### src/hw/rtl/mmo_pkg.sv
// mmo_pkg: shared types and constants of the min/max octree builder
// item structs, node store entry, opcodes, register indexes, fsm states
// no dependencies
`timescale 1ns / 1ps
`default_nettype none

package mmo_pkg;

  localparam int COORD_BITS = 9;
  localparam int AXIS_W     = 4;
  localparam int LEVEL_REG_W = 2;
  localparam int VALUE_W    = 16;
  localparam int NODE_NUM_W = 10;
  localparam int CFG_IDX_W  = 2;
  localparam int CFG_DATA_W = 4;

  localparam logic [1:0] OP_VOXEL = 2'd0;
  localparam logic [1:0] OP_READ  = 2'd1;
  localparam logic [1:0] OP_CLEAR = 2'd2;

  localparam logic [CFG_IDX_W-1:0] CFG_WIDTH_LOG2  = 2'd0;
  localparam logic [CFG_IDX_W-1:0] CFG_HEIGHT_LOG2 = 2'd1;
  localparam logic [CFG_IDX_W-1:0] CFG_DEPTH_LOG2  = 2'd2;
  localparam logic [CFG_IDX_W-1:0] CFG_LEVELS      = 2'd3;

  localparam logic signed [VALUE_W-1:0] EMPTY_MIN = 16'sh7fff;
  localparam logic signed [VALUE_W-1:0] EMPTY_MAX = 16'sh8000;

  typedef struct packed {
    logic [1:0]                   opcode;
    logic [COORD_BITS-1:0]        coord_x;
    logic [COORD_BITS-1:0]        coord_y;
    logic [COORD_BITS-1:0]        coord_z;
    logic signed [VALUE_W-1:0]    voxel_value;
    logic [NODE_NUM_W-1:0]        node_number;
  } in_item_t;

  typedef struct packed {
    logic signed [VALUE_W-1:0] node_min;
    logic signed [VALUE_W-1:0] node_max;
    logic                      node_empty;
  } out_item_t;

  typedef struct packed {
    logic                      is_empty;
    logic signed [VALUE_W-1:0] max_val;
    logic signed [VALUE_W-1:0] min_val;
  } entry_t;

  localparam entry_t EMPTY_ENTRY = '{is_empty: 1'b1, max_val: EMPTY_MAX, min_val: EMPTY_MIN};

  // effective log2 axis sizes, already clamped to the coordinate width
  typedef struct packed {
    logic [AXIS_W-1:0] bits_x;
    logic [AXIS_W-1:0] bits_y;
    logic [AXIS_W-1:0] bits_z;
  } axis_cfg_t;

  typedef enum logic [1:0] {
    ST_CLEAR,
    ST_IDLE,
    ST_UPDATE,
    ST_READ
  } state_t;

endpackage

`default_nettype wire

### src/hw/rtl/mmo_path.sv
// mmo_path: child node index along a voxel's path and the in-volume check
// depends on mmo_pkg
`timescale 1ns / 1ps
`default_nettype none

module mmo_path #(
  parameter int PATH_W = 10,
  parameter int LVL_W  = 2
) (
  input  wire mmo_pkg::axis_cfg_t                   axis,
  input  wire logic [mmo_pkg::COORD_BITS-1:0]       coord_x,
  input  wire logic [mmo_pkg::COORD_BITS-1:0]       coord_y,
  input  wire logic [mmo_pkg::COORD_BITS-1:0]       coord_z,
  input  wire logic [PATH_W-1:0]                    parent,
  input  wire logic [LVL_W-1:0]                     level,
  output logic      [PATH_W-1:0]                    child,
  output logic                                      in_volume
);

  // bit (bits - level) of the coordinate, zero when the axis is too short
  function automatic logic octant_bit(input logic [mmo_pkg::COORD_BITS-1:0] coord,
                                      input logic [mmo_pkg::AXIS_W-1:0] bits,
                                      input logic [LVL_W-1:0] lvl);
    logic [mmo_pkg::AXIS_W-1:0] sh;
    logic [mmo_pkg::COORD_BITS-1:0] shifted;
    sh = mmo_pkg::AXIS_W'(int'(bits) - int'(lvl));
    shifted = coord >> sh;
    if (int'(bits) < int'(lvl)) begin
      return 1'b0;
    end
    return shifted[0];
  endfunction

  logic [2:0] octant;

  always_comb begin
    octant[2] = octant_bit(coord_z, axis.bits_z, level);
    octant[1] = octant_bit(coord_y, axis.bits_y, level);
    octant[0] = octant_bit(coord_x, axis.bits_x, level);
    child     = PATH_W'({parent, octant}) + PATH_W'(1);
    in_volume = ((coord_x >> axis.bits_x) == '0) &&
                ((coord_y >> axis.bits_y) == '0) &&
                ((coord_z >> axis.bits_z) == '0);
  end

endmodule

`default_nettype wire

### config.mk
export PLATFORM = sky130hd
export DESIGN_NAME = mmo_path
export DESIGN_NICKNAME = d
export VERILOG_FILES = /design/src/hw/rtl/mmo_pkg.sv /design/src/hw/rtl/mmo_path.sv
export SDC_FILE = /design/constraint.sdc
export NUM_CORES = 1
export LEC_CHECK = 0
export BUFFER_PORTS_ARGS = -buffer_cell sky130_fd_sc_hd__clkbuf_2
export CORE_ASPECT_RATIO = 1.1
export CORE_UTILIZATION = 42
export DETAILED_ROUTE_END_ITERATION = 8
export PLACE_DENSITY = 0.85
export SLEW_MARGIN = 20
export SYNTH_ARGS = -nofsm -noshare
export SYNTH_HDL_FRONTEND = slang
export SYNTH_SLANG_ARGS = --single-unit
### constraint.sdc
create_clock -name vclk -period 2.8
set_input_delay 0.14 -clock vclk [all_inputs]
set_output_delay 0.14 -clock vclk [all_outputs]
set_load 0.02 [all_outputs]
== After elaboration in Yosys (flattened, before gate mapping) ==
Cells that the tools add are included.

* Register bits after elaboration: 0
* Bits in latches: 0
* Memory bits (writable): 0
* Bits in read-only memories: 0
* Input bits: 51
* Output and inout port bits: 11
* Logic and storage cells: 27
* Memories kept: 0

* Add/subtract/negate cells: 4
* Multipliers: 0
* Divide/modulo/power cells: 0
* Order comparisons: 3
* Eq/ne operators: 0
* Shift operators: 6
* Multiplexer cells: 9
* Bitwise gates (word level): 0
* Reduce and logical (&&, ||, !) cells: 5

{| class="wikitable"
|+ Operators with widths
! kind !! number
|-
| logical NOT 9 bit || 3
|-
| right shift 9 x 4 -> 1 bit || 3
|-
| right shift 9 x 4 -> 9 bit || 3
|-
| less-than comparator 4 x 2 -> 1 bit || 3
|-
| subtractor 4 x 2 -> 4 bit || 3
|-
| adder 10 x 1 -> 10 bit, second input constant || 1
|-
| 2-to-1 mux 1 bit || 9
|-
| logical AND 1 bit || 2
|}

== Logic depth before layout (Yosys ltp) ==
* Depth in word-level cells: 4
* Gate-level depth with buffers: 13
* Depth with buffers taken out: 13

== Least setup slack after synthesis ==
Ideal clock, no wire load.

* Path type: input to output
* Start point: input axis[8] (netlist name)
* End point: output child[6]
* Data arrival time: 2.876 ns
* Data required time: 2.660 ns
* Setup slack: -0.216 ns
* Stages: 13
* Buffers on the path: 0
* Cells stage by stage: inv_1 ha_1 inv_1 fa_1 xnor2_1 mux2_2 a311oi_1 a22o_1 inv_1 ha_1 nand2_1 nor3_1 xor2_1

* Cells in the longest elaborated chain, start to end: 4
* Elaborated cells between the ends (all ways): 6

{| class="wikitable"
|+ RTL lines
! what !! RTL line !! source
|-
| from (decl) || mmo_path.sv:10 || <nowiki>input wire mmo_pkg::axis_cfg_t axis,</nowiki>
|-
| subtractor 4 x 2 -> 4 bit / less-than comparator 4 x 2 -> 1 bit (equally long branches) || mmo_path.sv:26, mmo_path.sv:28 ||
|-
| right shift 9 x 4 -> 1 bit / 2-to-1 mux 1 bit (equally long branches) || mmo_path.sv:27, mmo_path.sv:28 ||
|-
| 2-to-1 mux 1 bit (*) || mmo_path.sv:31 || <nowiki>return shifted[0];</nowiki>
|-
| adder 10 x 1 -> 10 bit (*) || mmo_path.sv:40 || <nowiki>child = PATH_W'({parent, octant}) + PATH_W'(1);</nowiki>
|-
| to (decl) || mmo_path.sv:16 || <nowiki>output logic [PATH_W-1:0] child,</nowiki>
|}

Every way passes the cells marked *; elsewhere a longest branch is shown, timed or not.

== Worst setup path in the final report ==
* Start point: input axis[8] (netlist name)
* End point: output child[4]

The elaborated chain is that of the path after synthesis.

==> metrics.md <==
| Metric | Value |
|---|---|
| Lkg Pwr | `between 0.7 and 0.8 nW` |
| Worst-margin pin slew | `464 ps` |
| Fraction of layout cells with a size suffix above 1 | `49.8%` |
| FFs & Latches | `0` |
| Port Buffer Count | `between 50 and 60` |
| Final setup viols | `0` |
| Avg Vias per Cell | `5.68` |
| Dpl ws | `-28.8 ps` |
| Synth warnings | `0` |
| Fin Setup TNS | `0 ps` |
| Total gr overflow | `0` |
| Initial antenna violation count | `0` |
| Layout Cells excl Fill | `237` |
| Startpoint Class | `input port` |
| Area occupied by multi-input gates | `roughly 0.0011 sq mm` |
| Cell Area, Placed | `0.00141 sq mm` |
| Critical Path RT | `2660 ps` |
| FP Rows | `18` |
| Syn_area_per_cell | `just over 7 sq um` |
| Post-Syn Area | `slightly above 0.001 sq mm` |
| Core Region | `0.00225 sq mm` |
| Final Hold Vio Count | `0` |
| Reg area | `0 sq um` |
| Placed Cells | `236` |
| Setup CP Type | `input port to output pin` |
| Worst-path fanout max | `3` |
| Vias | `1347` |
| Placer Congestion | `0.883` |
| Worst vdd rail ir drop | `between 0.0001 and 0.00015 V` |
| Cell Chain, Critical Path | `clkbuf_2 > inv_2 > ha_4 > inv_2 > fa_2 > xnor2_2 > buf_4 > mux2_4 > a22oi_2 > a22o_2 > inv_2 > ha_4 > nand2_4 > nor2_2 > xor2_1 > buf_4` |
| HPWL after detailed placement | `2.51 mm` |
| Die area | `0.00260 sq mm` |
| Antenna viol nets, final | `0` |
| Shortest period the worst path allows | `2740 ps` |
| Synth area leaders | `mux4_2 8.9%, ha_1 8.7%, nand2_1 7.1%` |
| Critical Path AT | `2600 ps` |
| NumNets Final | `270` |
| Fill cells | `approximately 190` |
| Fmax | `0.365 GHz` |
| Slew Viols, Final | `0` |
| Synth area leader | `mux4_2` |
| Yosys cell types | `42` |
| Area delta synth->final | `57.3%` |
| Fin util | `70.4%` |
| CLK BUF | `0` |
| Hold Crit Start | `parent[6]` |
| PD cells | `between 200 and 250 mW/mm^2` |
| Slew HR | `between 60% and 70%` |
| 1st-iter DRT viols | `22` |
| Yosys top cell area share | `8.93%` |
| Vias in the first global route | `1218` |
| Die X | `48.7 um` |
| Num ports | `62` |
| Global-route wire length before repair | `4.75 mm` |
| Final worst slack | `about 60 ps` |
| Register area share after synthesis | `0%` |
| Syn_nets | `201` |
| Post-Route WL | `around 3.1 mm` |
| Unrepaired setup endpoints after global routing | `true` |
| Initial core utilization | `44.8%` |
| Slowest CP cell | `fa_2` |
| WHS Path Cells | `3` |
| Outcome | `finished, final reports clean` |
| Cell family with most CP delay | `adder cells` |
| Syn Inst Count | `140` |
| Final Instance Area | `~0.0016 sq mm` |
| Worst setup EP type | `output pin` |
| Hold-fix buffers at CTS | `0` |
| Worst Hold End | `child[9]` |
| Largest net degree at the start of global routing | `10` |
| Routed WL per cell | `13.1 um` |
| Detailed-route DRC error count | `0` |
| Tightest Hold Check Type | `input port to output pin` |
| Die height | `approximately 53 um` |
| # diodes | `0` |
| Initial DRT Pass Iterations | `4` |
| GRT Total Usage | `22.3%` |
| Max-Cap Viols | `0` |
| Worst Path Buf+Inv | `6` |
| Final Cycle Share | `97.8%` |
| Slowest cell delay on critical path | `410 ps` |
| Most used cell, CP | `inv_2` |
Yosys cell counts (2+ instances only):
master	n
a21oi_1	6
nor2_1	10
nand2b_1	2
nor2b_1	3
a31oi_1	5
inv_1	11
nand2_1	19
nor3_1	6
ha_1	7
o211ai_1	2
fa_1	3
mux2_2	2
mux4_2	4
nand4_1	2
mux2i_1	4
o21ai_0	4
xnor2_1	3
a211oi_1	2
nor4_1	5
buf_2	2
nor3b_1	2
nor4b_1	2
xor2_1	7
nand3_1	5
a22oi_1	2
a2111oi_0	3
and3_1	2
logic make-up after synthesis:
logic type	synth area share [%]
buf+inv	5.46
simple gates	33.4
xor+xnor	8.69
fa+ha+maj	14.6
compound gates	22.7
mux	15.1
where the power goes:
group | switching, mW | leakage, nW | internal (mW) | total, mW
combinational | 0.193 | 0.756 | 0.166 | 0.359
clock | 0 | 0 | 0 | 0
sequential | 0 | 0 | 0 | 0
stage by stage:
stage	hold WS (ps)	total power, mW
finish	573	0.359
floorplan	404	0.186
detailed placement	573	0.301
global route	589	0.389
CTS	574	0.311
global placement	565	0.294
worst max-delay path by stage:
stage	startpoint	end	slack, ps	cells past startpoint
final	axis[8]	child[4]	60	16
after global routing	axis[4]	child[6]	-30	14
after CTS	axis[8]	child[4]	10	15
after detailed placement	axis[4]	child[9]	-30	12
after global placement	axis[4]	child[8]	6	14
after floorplan	axis[8]	child[6]	3	13
cell type report:
type | instances | area share (%)
Multi-Input combinational cell | 126 | 70.0
Timing Repair Buffer | 70 | 25.0
Inverter | 11 | 2.60
Tap cell | 30 | 2.37
cells in the final DEF (no fill, tap or decap), types with 3 or more instances in the layout:
master and count:
fa_2 3, inv_1 8, a2111oi_0 3, a31oi_1 5, buf_4 16, xor2_1 7, ha_1 3, nand3_1 5
nor3_1 4, a21oi_1 5, nand2_1 18, nor2b_1 3, nor2_1 9, inv_2 3, o21ai_0 4, mux4_2 4
mux2i_1 4, nor4_4 4, clkbuf_2 51
timing repair:
item,4_1_cts,5_1_grt
endpoints found under the hold margin,0,0
setup buffers,0,1
setup endpoints to repair,5,8
gates resized for setup,8,37
pin swaps,0,19
per-layer routing:
| metal | routed length [um] | track usage, % | vias to the layer above |
|---|---|---|---|
| met5 | 0 | 0 | - |
| met4 | 0 | 1.96 | 0 |
| met3 | 152 | 2.30 | 0 |
| met2 | 1750 | 47.0 | 44 |
| met1 | 1210 | 24.7 | 626 |
| li1 | - | - | 677 |
(Power assumes the default switching activity.)
