$ cat src/hw/rtl/mmo_pkg.sv
// mmo_pkg: shared types and constants of the min/max octree builder
// item structs, node store entry, opcodes, register indexes, fsm states
// no dependencies
`timescale 1ns / 1ps
`default_nettype none

package mmo_pkg;

  localparam int COORD_BITS = 9;
  localparam int AXIS_W     = 4;
  localparam int LEVEL_REG_W = 2;
  localparam int VALUE_W    = 16;
  localparam int NODE_NUM_W = 10;
  localparam int CFG_IDX_W  = 2;
  localparam int CFG_DATA_W = 4;

  localparam logic [1:0] OP_VOXEL = 2'd0;
  localparam logic [1:0] OP_READ  = 2'd1;
  localparam logic [1:0] OP_CLEAR = 2'd2;

  localparam logic [CFG_IDX_W-1:0] CFG_WIDTH_LOG2  = 2'd0;
  localparam logic [CFG_IDX_W-1:0] CFG_HEIGHT_LOG2 = 2'd1;
  localparam logic [CFG_IDX_W-1:0] CFG_DEPTH_LOG2  = 2'd2;
  localparam logic [CFG_IDX_W-1:0] CFG_LEVELS      = 2'd3;

  localparam logic signed [VALUE_W-1:0] EMPTY_MIN = 16'sh7fff;
  localparam logic signed [VALUE_W-1:0] EMPTY_MAX = 16'sh8000;

  typedef struct packed {
    logic [1:0]                   opcode;
    logic [COORD_BITS-1:0]        coord_x;
    logic [COORD_BITS-1:0]        coord_y;
    logic [COORD_BITS-1:0]        coord_z;
    logic signed [VALUE_W-1:0]    voxel_value;
    logic [NODE_NUM_W-1:0]        node_number;
  } in_item_t;

  typedef struct packed {
    logic signed [VALUE_W-1:0] node_min;
    logic signed [VALUE_W-1:0] node_max;
    logic                      node_empty;
  } out_item_t;

  typedef struct packed {
    logic                      is_empty;
    logic signed [VALUE_W-1:0] max_val;
    logic signed [VALUE_W-1:0] min_val;
  } entry_t;

  localparam entry_t EMPTY_ENTRY = '{is_empty: 1'b1, max_val: EMPTY_MAX, min_val: EMPTY_MIN};

  // effective log2 axis sizes, already clamped to the coordinate width
  typedef struct packed {
    logic [AXIS_W-1:0] bits_x;
    logic [AXIS_W-1:0] bits_y;
    logic [AXIS_W-1:0] bits_z;
  } axis_cfg_t;

  typedef enum logic [1:0] {
    ST_CLEAR,
    ST_IDLE,
    ST_UPDATE,
    ST_READ
  } state_t;

endpackage

`default_nettype wire

$ cat src/hw/rtl/mmo_fold.sv
// mmo_fold: folds one voxel intensity into a node's min/max entry
// depends on mmo_pkg
`timescale 1ns / 1ps
`default_nettype none

module mmo_fold (
  input  wire mmo_pkg::entry_t                            old_entry,
  input  wire logic signed [mmo_pkg::VALUE_W-1:0]         value,
  output mmo_pkg::entry_t                                 new_entry
);

  // an empty entry holds the extreme values, so the compares cover it too
  always_comb begin
    new_entry.is_empty = 1'b0;
    new_entry.min_val  = (value < old_entry.min_val) ? value : old_entry.min_val;
    new_entry.max_val  = (value > old_entry.max_val) ? value : old_entry.max_val;
  end

endmodule

`default_nettype wire

$ cat config.mk
export PLATFORM = sky130hd
export DESIGN_NAME = mmo_fold
export DESIGN_NICKNAME = d
export VERILOG_FILES = /design/src/hw/rtl/mmo_pkg.sv /design/src/hw/rtl/mmo_fold.sv
export SDC_FILE = /design/constraint.sdc
export NUM_CORES = 1
export LEC_CHECK = 0
export ABC_AREA = 1
export BUFFER_PORTS_ARGS = -buffer_cell sky130_fd_sc_hd__buf_4
export CELL_PAD_IN_SITES_DETAIL_PLACEMENT = 0
export CELL_PAD_IN_SITES_GLOBAL_PLACEMENT = 1
export CORE_ASPECT_RATIO = 0.75
export CORE_MARGIN = 2
export CORE_UTILIZATION = 31
export DETAILED_ROUTE_END_ITERATION = 10
export GPL_ROUTABILITY_DRIVEN = 0
export PLACE_DENSITY_LB_ADDON = 0.1
export SYNTH_ARGS = -nofsm -noshare
export SYNTH_HDL_FRONTEND = slang
export SYNTH_SLANG_ARGS = --single-unit
$ cat constraint.sdc
create_clock -name vclk -period 2.7
set_clock_uncertainty 0.1 [all_clocks]
set_input_delay 0.135 -clock vclk [all_inputs]
set_output_delay 0.135 -clock vclk [all_outputs]
set_load 0.05 [all_outputs]
# --- After elaboration in Yosys (flattened, before gate mapping) ---
# Index checks and enable logic that the tools add are counted.
# Widths: inputs -> output; s select.
totals:
  ff_bits: 0
  out_inout_bits: 33
  word_cells: 4
classes:
  order_cmp: 2
  muxes: 2
ops:
  columns: ["operator", "n"]
  rows:
  - ["$mux 16", 2]
  - ["$gt 16x16->1", 1]
  - ["$lt 16x16->1", 1]

# --- Longest topological paths before layout ---
# Gate-level depths: netlist of the first run.
logic_depth:
  depth_word: 2
  ltp_mapped: 16
  ltp_nobuf: 15

# --- Worst setup path after synthesis of the first run ---
# Ideal clock, no wire load.
synth_path:
  path_kind: "input-to-output"
  start: "input port old_entry[9] (netlist name)"
  end: "output port new_entry[15] (netlist name)"
  arrival_ns: 2.110
  required_time_ns: 2.465
  slack_ns: 0.355
  cell_stages: 9
  n_path_buf: 0
  cell_sequence: "inv_1 ha_1 nand2_1 inv_1 o21ai_0 a21oi_1 nor2_1 nand2_1 o21ai_0"
synth_lines:
  columns: ["item", "line", "source"]
  rows:
  - ["from (decl)", "mmo_fold.sv:7", "input wire mmo_pkg::entry_t old_entry,"]
  - ["to (decl)", "mmo_fold.sv:9", "output mmo_pkg::entry_t new_entry"]

==> results.ini, run 1 <==
[outcome]
status=finished clean

[power]
power_density_nw_per_um2=385
p_leak_nw=1.31
peakVddDrop_v=0.000166

[global_routing]
grt_use_total_pct=17.2
grt-ovfl-total=0
grt_pass1_vias=1484
antenna_found_initial=0
grt_max_degree=18
grt_pass1_wl_um=6890

[synthesis]
syn_inst=250
synthesis.nets=330
netlist_area_um2=1390
yosysSeqAreaShare_pct=0
yosys.area.top_type_share_pct=27.8
synthTopCellsByArea=ha_1 28%, nand2_1 22%, nand3_1 12%
syn_avg_cell_area_um2=5.58
synth_warnings=0
post-synth-top-count-cell=nand2_1
synth_cell_type_count=21
netlist_top_cells_count=81 x nand2_1, 41 x inv_1, 34 x nand3_1, 31 x ha_1, 18 x nand4_1
synth_top_area_cell=ha_1

[setup_path]
cp_slowest_cell=ha_1
critPathLaunchType=primary input
cp.required_ns=2.47
crit_path_max_fanout=17
slowest_delay_ns=0.34
crit_chain=buf_4 -> ha_1 -> a21oi_1 -> o21ai_0 -> a21oi_1 -> nand2_1 -> nand2_4 -> nand3_4 -> nand2_1 -> nand2_1 -> buf_4
arrival_ns=2.00
cpLargestDelayFamily=simple AND/OR/NAND/NOR gates
worstSetupPathType=in -> out
crit_buf_inv=2
cp_common_cell=nand2_1
endpoint_kind=output port

[cells_and_area]
area_delta_synth_final_pct=47.1
drive_above_1_share_pct=28.7
final_nets=409
fillers=491
seq_area_um2=0
seq_cells=0
design_area_um2=2050
clock_buffers=0
antenna_cells=0

[floorplan]
core-area_um2=4390
num_rows=21
boundaryPins=82
die_area_um2=5050
start_util_pct=31.8
die_width_um=81.4
dieHeight_um=62.1

[cts]
cts_resized=0
post_cts_buffers=0
hold_buffers=0

[sta]
fin_setup_tns_ns=0
final_hold_viol_count=0
rsz0062_at_grt=false
period_share_pct=82.7
slew_violations=0
clock.fmax_ghz=0.448
setup_violations=0
period_needed_ns=2.23

[detailed_routing]
wl_per_cell_um=11.7
drtIter0Drc=56
drcViolationCount=0
detail-route-antenna-nets=0
viasPerCell=4.71
num_vias=1807
drt-total-wl_um=4480
dr.pass1.iters=4

[hold_path]
worstHoldPathType=in -> out

[placement]
port_buffers=80
placed_cell_area_um2=2050
place_hpwl_um=3690

[job]
maxCapViolCount=0

==> per-layer routing <==
metal | vias to the layer above | wire, um | global-route usage (%)
met5 | - | 0 | 0
met4 | 0 | 0 | 0
met3 | 0 | 303 | 0.289
met2 | 48 | 1920 | 27.6
met1 | 784 | 2250 | 27.2
li1 | 975 | - | -
==> where the power goes <==
group	internal, mW	switching [mW]	total (mW)
Clock	0	0	0
Combinational	0.256	0.533	0.789
Sequential	0	0	0
==> final timing paths <==
check | startpoint | endpoint | slack [ns] | depth (start not counted)
max | value[15] | new_entry[22] | 0.47 | 11
min | old_entry[17] | new_entry[17] | 0.53 | 4
==> metrics by stage <==
step | util (%) | setup WS, ns | power [mW] | hold WS (ns) | std cells
after floorplan | - | 0.355 | 0.542 | 0.489 | 250
after global placement | 46.7 | 0.490 | 0.792 | 0.524 | 384
after detailed placement | 46.7 | 0.445 | 0.792 | 0.526 | 384
after CTS | 46.7 | 0.444 | 0.794 | 0.527 | 384
after global routing | 46.7 | 0.300 | 0.858 | 0.541 | 384
final | 46.7 | 0.468 | 0.789 | 0.525 | 384
==> worst min-delay path, stage by stage <==
cell and delay, ns:
buf_4 0.08, nand2_1 0.04, nand2_1 0.05, buf_4 0.18
==> layout by cell type (no fill, tap or decap), drive strengths merged <==
cell / n
buf: 86
nand2: 84
inv: 42
nand3: 37
ha: 31
nand4: 18
a21oi: 12
nor2: 9
o21ai: 4
nor3: 2
a21o: 1
conb: 1
==> cell type report <==
cell class | instances | area (um^2) | share of cell area, %
inverter | 42 | 158 | 7.69
multi-input combinational | 199 | 1180 | 57.4
tap | 57 | 71.3 | 3.48
timing repair buffer | 86 | 646 | 31.5
==> kinds of logic after synthesis <==
family	Yosys count	share of synthesized area, %
adders and majority gates	31	27.8
and+or+nand+nor	150	50.0
other	1	0.269
buffers and inverters	51	15.6
AOI/OAI and AO/OA	17	6.28
Note: power is estimated with default switching activity, not from simulation.
==> run 2: changes to the inputs <==
CORE_UTILIZATION = 26   (was 31)
clock period = 1.9 ns   (was 2.7 ns; I/O delays follow)
==> results.ini, run 2 (synthesized netlist as in run 1, its figures left out) <==
[outcome]
status=finished clean

[setup_path]
cp-startpoint=old_entry[29]
crit_buf_inv=5  ; +3
worstSetupPathType=in -> out
crit_chain=buf_4 -> inv_1 -> ha_4 -> a21oi_1 -> o21ai_1 -> a21oi_2 -> buf_4 -> nand3_4 -> buf_6 -> nand4_1 -> nand2_1 -> buf_6
cp_slowest_cell=ha_4
slowest_delay_ns=0.20  ; -0.14 ns
critPathLaunchType=primary input
arrival_ns=1.70  ; -0.30 ns
cp.required_ns=1.70  ; -0.77 ns
crit_path_max_fanout=5  ; -12
cp.depth=12  ; +1
cpLargestDelayFamily=buffers and inverters
endpoint_kind=output port
crit_end=new_entry[23]

[cells_and_area]
drive_above_1_share_pct=49.3  ; +21 points
final_cell_mix=71 x nand2_1, 56 x buf_4, 47 x buf_6, 32 x nand3_1, 30 x inv_1
clock_buffers=0  ; unchanged
seq_area_um2=0  ; unchanged
seq_cells=0  ; unchanged
area_delta_synth_final_pct=106
layout_commonest_cell=nand2_1
antenna_cells=0  ; unchanged
design_area_um2=2880  ; +40%
final_nets=433  ; +5.9%

[job]
maxCapViolCount=0  ; unchanged

[sta]
period_share_pct=99.5
setup_violations=0  ; unchanged
clock.fmax_ghz=0.529
slew_violations=0  ; unchanged
rsz0062_at_grt=true
period_needed_ns=1.89
final_hold_viol_count=0  ; unchanged

[placement]
place_hpwl_um=4200  ; +14%
placed_cell_area_um2=2230  ; +8.7%
port_buffers=80  ; unchanged

[detailed_routing]
wl_per_cell_um=13.3  ; +14%
drtIter0Drc=62  ; +11%
num_vias=1947  ; +7.7%
drt-total-wl_um=5660  ; +26%
viasPerCell=4.57  ; -2.9%
dr.pass1.iters=4  ; unchanged
drcViolationCount=0  ; unchanged
detail-route-antenna-nets=0  ; unchanged

[power]
power_density_nw_per_um2=504  ; +31%
peakVddDrop_v=0.000240  ; +45%
finalPower_mw=1.45  ; +84%
p_leak_nw=1.53  ; +16%

[floorplan]
die_width_um=88.5  ; +8.7%
boundaryPins=82  ; unchanged
start_util_pct=26.5  ; -5.3 points
core-area_um2=5270  ; +20%
num_rows=23  ; +9.5%
dieHeight_um=67.4  ; +8.6%
die_area_um2=5970  ; +18%

[global_routing]
antenna_found_initial=0  ; unchanged
grt_use_total_pct=17.5  ; +0.30 points
grt_pass1_wl_um=8350  ; +21%
grt-ovfl-total=0  ; unchanged
grt_pass1_vias=1798  ; +21%
grt_max_degree=17  ; -1

[hold_path]
hold_path_depth=4  ; unchanged
worstHoldPathType=in -> out

[cts]
hold_buffers=0  ; unchanged

## run 2: changes by cell type in the layout (fill, tap and decap cells not counted), moves of 3 or more
cell	delta
nand2_2	+10
ha_1	-21
buf_4	-30
ha_4	+20
buf_6	+47
inv_2	+9
a21oi_2	+7
nand3_4	+5
o21ai_0	-3
nand2_1	-10
inv_1	-11
a21oi_1	-7
## run 2: area by class of cell
class / count / area [um^2]
inverters: 42 / 163
repair buffers: 109 / 1070
multi-input cells: 200 / 1550
well taps: 75 / 93.8
fillers: 519 / 2390
## run 2: stage by stage
step | std cells | setup slack (ns) | utilization [%] | hold WS, ns | setup TNS, ns
after detailed placement | 421 | -0.0773 | 42.3 | 0.447 | -1.52
after CTS | 423 | 0.00265 | 46.0 | 0.433 | 0
after global placement | 421 | -0.0628 | 42.3 | 0.444 | -1.17
after global routing | 426 | -0.0719 | 54.6 | 0.457 | -0.861
after floorplan | 250 | 0.0112 | - | 0.409 | 0
final | 426 | 0.00962 | 54.6 | 0.432 | 0
## run 2: worst min-delay path by stage
stage	from	to	slack, ns
4_1_cts	old_entry[31]	new_entry[31]	0.43
3_3_place_gp	old_entry[26]	new_entry[26]	0.44
3_5_place_dp	old_entry[18]	new_entry[18]	0.45
6_report	old_entry[26]	new_entry[26]	0.43
2_1_floorplan	old_entry[21]	new_entry[21]	0.41
5_1_grt	old_entry[30]	new_entry[30]	0.46
## run 2: what timing repair did
| item | 4_1_cts | 5_1_grt |
|---|---|---|
| gates resized for setup | 39 | 80 |
| setup buffers | 0 | 1 |
| endpoints found under the hold margin | 0 | 0 |
| cloned | 2 | 2 |
| pin swaps | 3 | 30 |
| setup endpoints to repair | 31 | 32 |
## run 2: metal layers
layer | global-route usage, % | routed length (um) | vias up
met3 | 0.489 | 285 | 0
li1 | - | - | 1033
met5 | 0 | 0 | -
met1 | 25.3 | 2690 | 862
met2 | 30.9 | 2680 | 52
met4 | 0 | 0 | 0
## run 2: report_power, final
group,internal [mW],switching [mW],leakage [nW]
Clock,0,0,0
Combinational,0.583,0.866,1.53
Sequential,0,0,0
## run 2: tightest hold or removal path, stage by stage
cell and delay [ns]:
buf_4 0.08, nand2_1 0.04, nand2_1 0.06, buf_6 0.15
==> run 3: changes to the inputs <==
REMOVE_ABC_BUFFERS = 1   (was not set)
==> results.ini, run 3 (synthesized netlist as in run 1, its figures left out) <==
[detailed_routing]
drt-total-wl_um=5710  ; +0.83%
detail-route-antenna-nets=0  ; unchanged
drcViolationCount=0  ; unchanged
num_vias=1993  ; +2.4%
wl_per_cell_um=13.3  ; +0.36%
viasPerCell=4.66  ; +1.9%
dr.pass1.iters=4  ; unchanged
drtIter0Drc=45  ; -27%

[floorplan]
die_width_um=88.5  ; unchanged
start_util_pct=26.5  ; unchanged
num_rows=23  ; unchanged
boundaryPins=82  ; unchanged
die_area_um2=5970  ; unchanged
dieHeight_um=67.4  ; unchanged
core-area_um2=5270  ; unchanged

[sta]
rsz0062_at_grt=true
period_share_pct=95.9  ; -3.6 points
final_hold_viol_count=0  ; unchanged
clock.fmax_ghz=0.549  ; +3.7%
period_needed_ns=1.82  ; -0.0675 ns
setup_violations=0  ; unchanged
slew_violations=0  ; unchanged
hold_ws_ns=0.427  ; -0.00497 ns
fin_ws_ns=0.0771  ; +0.0675 ns

[cells_and_area]
area_delta_synth_final_pct=113
fillers=533  ; +2.7%
final_cell_mix=66 x buf_4, 52 x nand2_1, 35 x buf_6, 29 x inv_1, 29 x nand3_1
antenna_cells=0  ; unchanged
drive_above_1_share_pct=56.7  ; +7.4 points
layout_commonest_cell=buf_4
seq_area_um2=0  ; unchanged
final_nets=435  ; +0.46%
clock_buffers=0  ; unchanged
seq_cells=0  ; unchanged

[global_routing]
grt_pass1_vias=1785  ; -0.72%
grt_max_degree=17  ; unchanged
grt_use_total_pct=18.0  ; +0.51 points
grt-ovfl-total=0  ; unchanged
grt_pass1_wl_um=8550  ; +2.4%
antenna_found_initial=0  ; unchanged

[setup_path]
arrival_ns=1.63  ; -0.07 ns
critPathLaunchType=primary input
endpoint_kind=output port
crit_path_max_fanout=16  ; +11
worstSetupPathType=in -> out
cp.required_ns=1.70  ; about the same

[cts]
hold_buffers=0  ; unchanged
post_cts_buffers=0  ; unchanged

[power]
p_leak_nw=1.56  ; +1.9%
peakVddDrop_v=0.000293  ; +22%
power_density_nw_per_um2=510  ; +1.2%

[placement]
place_hpwl_um=4240  ; +0.88%
pre_cts_slack_ns=-0.0973  ; -0.0201 ns
port_buffers=80  ; unchanged

[outcome]
status=finished clean

[hold_path]
worstHoldPathType=in -> out

[job]
maxCapViolCount=0  ; unchanged

run 3: cell types whose count changed in the layout (fill, tap and decap cells not counted), moves of 2 or more:
cell | previous run | this run
a21oi_1 | 5 | 3
a21oi_4 | 0 | 2
buf_4 | 56 | 66
buf_6 | 47 | 35
buf_8 | 2 | 7
nand2_1 | 71 | 52
nand2_2 | 12 | 27
nand2_4 | 1 | 5
nand3_1 | 32 | 29
nand3_2 | 0 | 5
nand3_4 | 6 | 4
run 3: final cells by class:
| cell class | instances | area [um^2] | area share (%) |
|---|---|---|---|
| Timing Repair Buffer | 111 | 1060 | 35.7 |
| Multi-Input combinational cell | 200 | 1650 | 55.6 |
| Inverter | 42 | 165 | 5.56 |
| Tap cell | 75 | 93.8 | 3.16 |
run 3: power breakdown:
part           switching [mW]  internal (mW)
Sequential                  0              0
Combinational           0.903          0.611
Clock                       0              0
Total                   0.903          0.611
run 3: final timing paths:
check | from | endpoint | slack, ns | depth (start not counted)
hold / removal | old_entry[20] | new_entry[20] | 0.43 | 4
setup / recovery | value[11] | new_entry[22] | 0.08 | 10
run 3: stage by stage:
stage	TNS, ns	power [mW]	util, %	instance area (um^2)	instances
3_5_place_dp	-2.46	1.21	42.9	2260	425
5_1_grt	-0.298	1.62	56.4	2970	428
2_1_floorplan	-0.926	0.744	-	1330	241
6_report	0	1.51	56.4	2970	428
4_1_cts	-0.00205	1.34	47.6	2510	427
3_3_place_gp	-1.71	1.21	42.9	2260	425
run 3: critical path: stages:
cell and delay, ns:
buf_8 0.11, ha_4 0.28, nand4_1 0.14, nor3_2 0.24, buf_4 0.15, nand3_4 0.10, buf_12 0.18, nand4_1 0.10
nand2_2 0.07, buf_8 0.15
run 3: per-layer routing:
metal	share of wire, %	track usage, %	vias to the layer above	routed length, um
met5	0	0	-	0
met3	4.9	1.71	4	280
met1	51	26.8	902	2900
li1	-	-	1039	-
met4	0.79	1.33	0	45
met2	43	29.2	48	2480
run 3: what timing repair did:
item,4_1_cts,5_1_grt
endpoints found under the hold margin,0,0
endpoints found under the setup margin,32,32
gates cloned,2,1
gates resized for setup,52,97
pin swaps,10,37
